### src/sv/urbp_pkg.sv
// urbp_pkg: shared types, field layout and result packing for the uart ring buffer pair
// no dependencies; used by urbp_ring, urbp_out and uart_ring_buffer_pair
`timescale 1ns / 1ps

package urbp_pkg;

  localparam int unsigned ByteW  = 8;
  localparam int unsigned LevelW = 10;
  localparam int unsigned InW    = 24;
  localparam int unsigned OutW   = 48;

  // input item layout, lowest bit up
  localparam int unsigned InWrValid = 0;
  localparam int unsigned InWrByte  = 1;
  localparam int unsigned InRdReq   = 9;
  localparam int unsigned InTxReady = 10;
  localparam int unsigned InRxValid = 11;
  localparam int unsigned InRxByte  = 12;

  // per-ring status seen by the top level
  typedef struct packed {
    logic push_ok;
    logic pop_ok;
    logic empty_nxt;
    logic full_nxt;
  } urbp_ring_st_t;

  // result fields held between the ring access and the output register
  typedef struct packed {
    logic              write_accepted;
    logic              read_valid;
    logic              tx_out_valid;
    logic              rx_taken;
    logic              tx_irq_enable;
    logic              rx_irq_enable;
    logic [LevelW-1:0] tx_level;
    logic [LevelW-1:0] rx_level;
  } urbp_flags_t;

  function automatic logic [OutW-1:0] pack_result(urbp_flags_t f, logic [ByteW-1:0] rd_byte,
                                                  logic [ByteW-1:0] tx_byte);
    logic [ByteW-1:0] rd_m;
    logic [ByteW-1:0] tx_m;
    rd_m = f.read_valid ? rd_byte : '0;
    tx_m = f.tx_out_valid ? tx_byte : '0;
    return {6'b0, f.rx_level, f.tx_level, f.rx_irq_enable, f.tx_irq_enable, f.rx_taken,
            tx_m, f.tx_out_valid, rd_m, f.read_valid, f.write_accepted};
  endfunction

endpackage

### src/sv/urbp_out.sv
// urbp_out: two-slot result pipe, access stage then output register
// uses urbp_pkg for the flags struct and result packing
`timescale 1ns / 1ps

module urbp_out (
  input  logic                       clk_i,
  input  logic                       rst_ni,
  input  logic                       acc_i,
  input  urbp_pkg::urbp_flags_t      flags_i,
  input  logic [urbp_pkg::ByteW-1:0] rd_byte_i,
  input  logic [urbp_pkg::ByteW-1:0] tx_byte_i,
  output logic                       in_ready_o,
  output logic                       m_valid_o,
  input  logic                       m_ready_i,
  output logic [urbp_pkg::OutW-1:0]  m_data_o
);

  logic                      a_v_q, a_v_d, out_v_q, out_v_d;
  urbp_pkg::urbp_flags_t     a_flags_q;
  logic [urbp_pkg::OutW-1:0] out_data_q;
  logic                      advance;

  // ring read data is held until the next accepted item, so the access slot can wait
  assign advance    = a_v_q && (!out_v_q || m_ready_i);
  assign in_ready_o = !a_v_q || advance;

  always_comb begin
    a_v_d   = a_v_q;
    out_v_d = out_v_q;
    if (acc_i) begin
      a_v_d = 1'b1;
    end else if (advance) begin
      a_v_d = 1'b0;
    end
    if (advance) begin
      out_v_d = 1'b1;
    end else if (m_ready_i) begin
      out_v_d = 1'b0;
    end
  end

  always_ff @(posedge clk_i or negedge rst_ni) begin
    if (!rst_ni) begin
      a_v_q   <= 1'b0;
      out_v_q <= 1'b0;
    end else begin
      a_v_q   <= a_v_d;
      out_v_q <= out_v_d;
    end
  end

  always_ff @(posedge clk_i) begin
    if (acc_i) begin
      a_flags_q <= flags_i;
    end
    if (advance) begin
      out_data_q <= urbp_pkg::pack_result(a_flags_q, rd_byte_i, tx_byte_i);
    end
  end

  assign m_valid_o = out_v_q;
  assign m_data_o  = out_data_q;

endmodule

### config.mk
export PLATFORM = sky130hd
export DESIGN_NAME = urbp_out
export DESIGN_NICKNAME = d
export VERILOG_FILES = /design/src/sv/urbp_pkg.sv /design/src/sv/urbp_out.sv
export SDC_FILE = /design/constraint.sdc
export NUM_CORES = 1
export LEC_CHECK = 0
export BUFFER_PORTS_ARGS = -buffer_cell sky130_fd_sc_hd__buf_2
export CAP_MARGIN = 25
export CORE_MARGIN = 2
export CORE_UTILIZATION = 46
export CTS_BUF_LIST = sky130_fd_sc_hd__clkbuf_8 sky130_fd_sc_hd__clkbuf_16
export CTS_CLUSTER_DIAMETER = 30
export DETAILED_ROUTE_END_ITERATION = 7
export GPL_TIMING_DRIVEN = 0
export PLACE_DENSITY = 0.87
export SLEW_MARGIN = 20
export SYNTH_ARGS = -nofsm -noshare
export SYNTH_HDL_FRONTEND = slang
export SYNTH_SLANG_ARGS = --single-unit
### constraint.sdc
create_clock -name clk_i -period 2.1 [get_ports clk_i]
set_input_delay 0 -clock clk_i [delete_from_list [all_inputs] [get_ports clk_i]]
set_output_delay 0 -clock clk_i [all_outputs]
set_load 0.005 [all_outputs]
==> impl_results.md, run 1 <==
* Core Util, Final at between 70% and 80%
* Iteration-0 DRC Markers at between 60 and 70
* Area grow syn2layout at 51.43%
* Routability cong. at 0.6507
* Die area at 5529 sq um
* Remaining antenna violation count at 0
* Post-Syn Area at 2277 sq um
* Met1 Use GR at 17.03%
* Pleak at 1.443 nW
* Reg2reg path depth at 3
* Pwr/cell area at 812.4 nW/um^2
* Syn Area/Cell at 23.00 sq um
* Slew headroom at about three fifths
* Clock Latency Late Sink at 0.32 ns
* HPWL after DPL at around 2400 um
* Hold path endpoint: a_flags_q[10]$_DFFE_PP_
* CP Capture Type: flip-flop
* Clock Path Buffers at 2
* Status: complete, no violations
* Leading cell types in the layout, fill and taps excluded: buf_2 (89), edfxtp_1 (68), dlygate4sd3_1 (45), and2_1 (16), clkbuf_8 (9)
* Number of global-route vias before repair at 1488
* DR DRC count at 0
* Largest net degree at the start of global routing at 36
* Worst-path clk slew at 0.07 ns
* VDD IR max at around 0.56 mV
* Std-Cell Rows at 25
* CP max-delay cell: dfrtp_1
* Yosys reg bits at 70
* Synth Instances at 99
* Global Route Usage Sum at 17.61%
* Routed WL at 4584 um
* Root Driver: clkbuf_8
* Initial Util at between 40% and 50%
* Top Ports at 96
* Yosys cell types at 9
* First-pass GRT wire length at 6741 um
* Die Span Y at 74.36 um
* Multi-input gate area at 160.2 sq um
* DR pass1 iterations at 4
* Met3 Usage GRT at 6.911%
* Hold Crit Class: in -> reg
* R2r setup slk at 0.73 ns
* CTS HTree Levels at 3
* Chip width at 74.36 um
* Fillers at 320
* Fin crit share at 65.31%
* Crit path max fanout at 35
* Clock sinks at 70
* GR peak layer: met2
* PortBufs at 89
* Hold Path Depth at 1
* Total gr overflow at 0
* # setup viols final at 0
* Via Count at 1383
* Max Transition Viols Final at 0
* Measured slew at the worst slew-check pin at 0.6154 ns
* Commonest non-fill, non-tap cell in the layout: buf_2
* Max incr delay on CP at 0.41 ns
* TritonCTS clock tree: built
* Crit path max-delay family: flip-flops
* Pwr Total at 2.802 mW
* Share of cells above drive strength 1 at 41.96%
* Worst Setup Start Kind: flip-flop
* Sum Neg Setup Slack at 0 ns
* Reg2reg start: m_valid_o$_DFFE_PN0P_
* Crit path from: m_valid_o$_DFFE_PN0P_
* Vias per cell at between 4 and 5
* CP arrival at 1.39 ns
* Initial antenna violation count at 0
* Post-cts resize count at 0
* Max Cap Viol at 0
* Worst path bufs/invs at 1
* Ys Warns at 0
* Seq. cell area at 2092 sq um
* Grt met2 use at 32.25%
* Period minus WS final at 1.371 ns
* Fin nets at 296
* Drt wl/cell at 14.24 um
* Crit Path Category: reg -> reg
* RSZ-0062 raised after global routing: false
* Fmax at 0.7292 GHz
* Hold_sp: acc_i
* CP cell instances: nand2b_1 > and2_2 > buf_12
* Ant diodes at 0
* Worst r2r dst: m_data_o[15]$_SDFFCE_PN0P_
* Hold Vio Cnt, Final at 0
* Clock skew at ~0.004 ns
* Worst EP required at roughly 2.1 ns
* Core area at 4755 sq um
* Inserted Clock Buffers at 9
* Seq/Total Area, Yosys at 91.87%
[cells in the mapped netlist (all sizes together)]
| library cell | n | share of area [%] |
|---|---|---|
| nand2b | 2 | 0.55 |
| and2 | 17 | 4.7 |
| buf | 6 | 2.0 |
| a21o | 1 | 0.33 |
| edfxtp | 68 | 90 |
| nor2b | 1 | 0.27 |
| conb | 1 | 0.16 |
| dfrtp | 2 | 2.2 |
| nand2 | 1 | 0.16 |
[where the power goes]
part,total [mW],internal [mW],switching (mW)
sequential,1.70,1.67,0.0324
combinational,0.266,0.154,0.112
clock,0.833,0.401,0.432
[worst max-delay path by stage]
| stage | to | cells past startpoint |
|---|---|---|
| after detailed placement | m_data_o[2]$_SDFFCE_PN0P_ | 3 |
| after floorplan | m_data_o[0]$_DFFE_PP_ | 2 |
| after global routing | m_data_o[6]$_SDFFCE_PN0P_ | 3 |
| after global placement | m_data_o[33]$_DFFE_PP_ | 2 |
| after CTS | m_data_o[5]$_SDFFCE_PN0P_ | 3 |
| final | m_data_o[15]$_SDFFCE_PN0P_ | 3 |
[final cells by class]
type / instances / area share, %
flip-flops and latches: 70 / 60.67
repair buffers: 135 / 26.56
multi-input cells: 28 / 4.644
clock inverters: 7 / 0.7983
plain buffers: 6 / 1.306
clock buffers: 9 / 3.592
well taps: 67 / 2.431
[stage by stage]
| step | worst slack (ns) | hold WS (ns) | instances | instance area, sq um |
|---|---|---|---|---|
| final | 0.7286 | 0.2267 | 322 | 3448 |
| after global routing | 0.6910 | 0.2533 | 322 | 3448 |
| after CTS | 0.7420 | 0.2182 | 322 | 3448 |
| after detailed placement | 0.7632 | -0.2136 | 261 | 2846 |
| after global placement | -0.1260 | -0.2141 | 260 | 2825 |
| after floorplan | 0.2017 | -0.2956 | 104 | 2296 |
[what timing repair did]
| item | in CTS | in global routing |
|---|---|---|
| hold buffers | 45 | 0 |
| endpoints found under the hold margin | 45 | 0 |
| setup buffers | 0 | 0 |
[flip-flops by register name, summed over array words and instances, names as in the netlist]
| signal | flops |
|---|---|
| m_valid_o | 1 |
| a_flags_q | 26 |
| a_v_q | 1 |
| m_data_o | 42 |
[cells by family (layout without fill, tap and decap cells)]
logic type	after synthesis	in the layout	synth area share [%]
AND/OR/NAND/NOR	21	21	5.659
AO/OA/AOI/OAI	1	1	0.3298
buffers and inverters	6	157	1.978
other	1	6	0.1647
flip-flops	70	70	91.87
[routing by layer]
| layer | wire, um | vias to the layer above |
|---|---|---|
| li1 | - | 660 |
| met1 | 1685 | 640 |
| met2 | 2425 | 78 |
| met3 | 434 | 5 |
| met4 | 39 | 0 |
| met5 | 0 | - |
Note: power is estimated with default switching activity, not from simulation.
==> inputs of run 2 (changes only) <==
--- a/config.mk
+++ b/config.mk
@@ -5,15 +5,16 @@
 export SDC_FILE = /design/constraint.sdc
 export NUM_CORES = 1
 export LEC_CHECK = 0
+export ABC_AREA = 1
 export BUFFER_PORTS_ARGS = -buffer_cell sky130_fd_sc_hd__buf_2
 export CAP_MARGIN = 25
 export CORE_MARGIN = 2
-export CORE_UTILIZATION = 46
+export CORE_UTILIZATION = 47
 export CTS_BUF_LIST = sky130_fd_sc_hd__clkbuf_8 sky130_fd_sc_hd__clkbuf_16
 export CTS_CLUSTER_DIAMETER = 30
 export DETAILED_ROUTE_END_ITERATION = 7
 export GPL_TIMING_DRIVEN = 0
-export PLACE_DENSITY = 0.87
+export PLACE_DENSITY = 0.89
 export SLEW_MARGIN = 20
 export SYNTH_ARGS = -nofsm -noshare
 export SYNTH_HDL_FRONTEND = slang
==> constraint.sdc (replaced) <==
create_clock -name clk_i -period 1.3 [get_ports clk_i]
set_input_delay 0 -clock clk_i [delete_from_list [all_inputs] [get_ports clk_i]]
set_output_delay 0 -clock clk_i [all_outputs]
set_load 0.005 [all_outputs]
==> impl_results.md, run 2 <==
* Core area at 4723 sq um (-0.66%)
* FFs w/ async S/R, synth at 2.857% (unchanged)
* Adder and majority gate portion of the synthesized area at 0% (unchanged)
* Yosys reg bits at 70 (unchanged)
* Pwr Total at 4.868 mW (+74%)
* Crit path max-delay family: flip-flops
* CP max-delay cell: dfrtp_1
* Fmax at 0.7992 GHz (+9.6%)
* Die Span Y at 74.01 um (-0.48%)
* Fin Hold WS at 0.04781 ns (-0.1789 ns)
* Hold Crit Class: in -> reg
* Worst EP required at 1.35 ns (-0.77 ns)
* First-pass GRT wire length at 7031 um (+4.3%)
* Vias per cell at 4.320 (+0.58%)
* Max Transition Viols Final at 0 (unchanged)
* Std-Cell Rows at 25 (unchanged)
* Routed WL at 4922 um (+7.4%)
* Max FFs per register at 42 (unchanged)
* Status: complete, no violations
* Xor/xnor share of the synthesized area at 0% (unchanged)
* Synth Instances at 119 (+20%)
* CP cell instances: a21oi_4 > buf_16
* Crit Path Category: reg -> reg
* Share of cells above drive strength 1 at 42.24% (+0.28 points)
* TritonCTS clock tree: built
* Largest net degree at the start of global routing at 28 (-22%)
* Ys Warns at 0 (unchanged)
* DR pass1 iterations at 5 (+1)
* Count leader, synth: edfxtp_1
* Inserted Clock Buffers at 9 (unchanged)
* Worst path bufs/invs at 1 (unchanged)
* Post-synth top flop: edfxtp_1
* Clock sinks at 70 (unchanged)
* Root Driver: clkbuf_8
* Crit path max fanout at 23 (-34%)
* Via Count at 1486 (+7.4%)
* Number of global-route vias before repair at 1525 (+2.5%)
* Drt wl/cell at 14.31 um (+0.51%)
* RSZ-0062 raised after global routing: false
* Iteration-0 DRC Markers at 103 (+58%)
* Worst Setup Start Kind: flip-flop
* Initial Util at 48.77% (+0.87 points)
* Fin nets at 318 (+7.4%)
* Clock Path Buffers at 2 (unchanged)
* DR DRC count at 0 (unchanged)
* Post-Syn Area at 2303 sq um (+1.2%)
* Initial antenna violation count at 0 (unchanged)
* Pleak at 1.592 nW (+10%)
* Measured slew at the worst slew-check pin at 0.5811 ns (-0.03432 ns)
* Worst-path clk slew at 0.07 ns (about the same)
* Pwr/cell area at 1371 nW/um^2 (+69%)
* Remaining antenna violation count at 0 (unchanged)
* Number of synthesized flops with an enable pin at 68 (unchanged)
* Max incr delay on CP at 0.49 ns (+0.08 ns)
* Area share of and/or/nand/nor cells after synthesis at 3.313% (-2.3 points)
* Post-DP Area at 2890 sq um (+1.5%)
* HPWL after DPL at 2530 um (+5.7%)
* CP Capture Type: flip-flop
* Top Ports at 96 (unchanged)
* Seq/Total Area, Yosys at 90.82% (-1.0 points)
* Final instance area at 3551 sq um (+3.0%)
* # setup viols final at 0 (unchanged)
* PortBufs at 89 (unchanged)
* Clock Latency Late Sink at 0.34 ns (+0.02 ns)
* CTS HTree Levels at 3 (unchanged)
* Area grow syn2layout at 54.16%
* Post-synthesis compound-gate area fraction at 0.2173% (-0.11 points)
* Commonest non-fill, non-tap cell in the layout: buf_2
* Clock skew at 0.005818 ns (+0.001719 ns)
* Routability cong. at 0.6881 (+5.7%)
* Slew headroom at 61.26% (+2.3 points)
* Hold Vio Cnt, Final at 0 (unchanged)
* Main combinational cell family by area after synthesis: buffers and inverters
* Yosys cell types at 9 (unchanged)
* CP arrival at 1.30 ns (-0.09 ns)
* Syn Area/Cell at 19.36 sq um (-16%)
* Ant diodes at 0 (unchanged)
* Post-synth top area share at 88.65% (-1.0 points)
* Max Cap Viol at 0 (unchanged)
* VDD IR max at 0.8989 mV (+60%)
* Global Route Usage Sum at 18.80% (+1.2 points)
* Largest cells by area after synthesis: edfxtp_1 (89%), inv_1 (3.1%), nand2_1 (3.1%)
* Fin crit share at 96.25% (+31 points)
* Chip width at 74.01 um (-0.48%)
* Total gr overflow at 0 (unchanged)
* Mux share of post-synthesis cell area at 0% (unchanged)
* Post-synth top area cell: edfxtp_1
* Period minus WS final at 1.251 ns (-0.1202 ns)
* Leading cell types in the layout, fill and taps excluded: buf_2 (91), edfxtp_1 (68), dlygate4sd3_1 (44), inv_1 (19), nand2_1 (19)
* Synth cell count leaders: edfxtp_1 (68), inv_1 (19), nand2_1 (19)
* Die area at 5477 sq um (-0.95%)
run 2: cell types whose count changed after synthesis:
| cell | before | now |
|---|---|---|
| inv_1 | 0 | 19 |
| nand2_1 | 1 | 19 |
| and2_1 | 17 | 0 |
| buf_2 | 0 | 2 |
| nand2b_1 | 2 | 0 |
| a21o_1 | 1 | 0 |
| a21oi_1 | 0 | 1 |
| nand3_1 | 0 | 1 |
| nor2b_1 | 1 | 0 |
run 2: through the flow:
step | instances | util, % | setup WS, ns | setup TNS [ns]
global placement | 280 | 60.61 | -0.5159 | -21.57
floorplan | 124 | - | -0.2891 | -12.14
global route | 344 | 75.18 | 0.01553 | 0
finish | 344 | 75.18 | 0.04879 | 0
CTS | 344 | 75.18 | 0.04890 | 0
detailed placement | 281 | 61.19 | -0.2947 | -9.057
run 2: area by class of cell:
type | instances | area, sq um
buffer | 8 | 55.05
clock buffer | 9 | 123.9
clock inverter | 7 | 65.06
fill | 272 | 1172
inverter | 19 | 71.32
multi-input combinational | 28 | 131.4
sequential | 70 | 2092
tap | 67 | 83.83
timing repair buffer | 136 | 928.4
run 2: per-layer routing:
layer	part of all wire (%)	GRT usage (%)
met1	35	18.02
met2	53	35.32
met5	0	0
met4	2.1	9.293
met3	10	6.504
run 2: logic make-up after synthesis:
| group | after synthesis |
|---|---|
| other | 1 |
| and+or+nand+nor | 20 |
| DFF | 70 |
| AOI/OAI and AO/OA | 1 |
| buffers and inverters | 27 |
run 2: timing repair:
item / 4_1_cts / 5_1_grt
hold buffers: 44 / 0
buffers inserted: 2 / 0
endpoints found under the hold margin: 44 / 0
resized for setup: 1 / 0
endpoints found under the setup margin: 42 / 14
cloned: 1 / 0
pin swaps: 1 / 1
run 2: path summary, 6_finish.rpt:
| kind | from | to | slack (ns) | depth (start not counted) |
|---|---|---|---|---|
| max | m_valid_o$_DFFE_PN0P_ | m_data_o[15]$_SDFFCE_PN0P_ | 0.05 | 2 |
| min | m_ready_i | m_valid_o$_DFFE_PN0P_ | 0.05 | 4 |
| max reg2reg | m_valid_o$_DFFE_PN0P_ | m_data_o[15]$_SDFFCE_PN0P_ | 0.05 | 2 |
| min reg2reg | a_flags_q[21]$_DFFE_PP_ | m_data_o[20]$_DFFE_PP_ | 0.42 | 0 |
| max in group asynchronous | rst_ni | a_v_q$_DFFE_PN0P_ | 0.63 | 3 |
| min in group asynchronous | rst_ni | m_valid_o$_DFFE_PN0P_ | 0.55 | 3 |
run 2: worst min-delay path: cells and delay by family:
| kind | cells | cell delay [ns] |
|---|---|---|
| buffers and inverters | 2 | 0.20 |
| and+or+nand+nor | 2 | 0.15 |
run 2: power by group:
| group | total (mW) | switching (mW) | internal, mW |
|---|---|---|---|
| sequential | 2.75 | 0.0505 | 2.70 |
| clock | 1.65 | 0.775 | 0.871 |
| combinational | 0.476 | 0.217 | 0.258 |
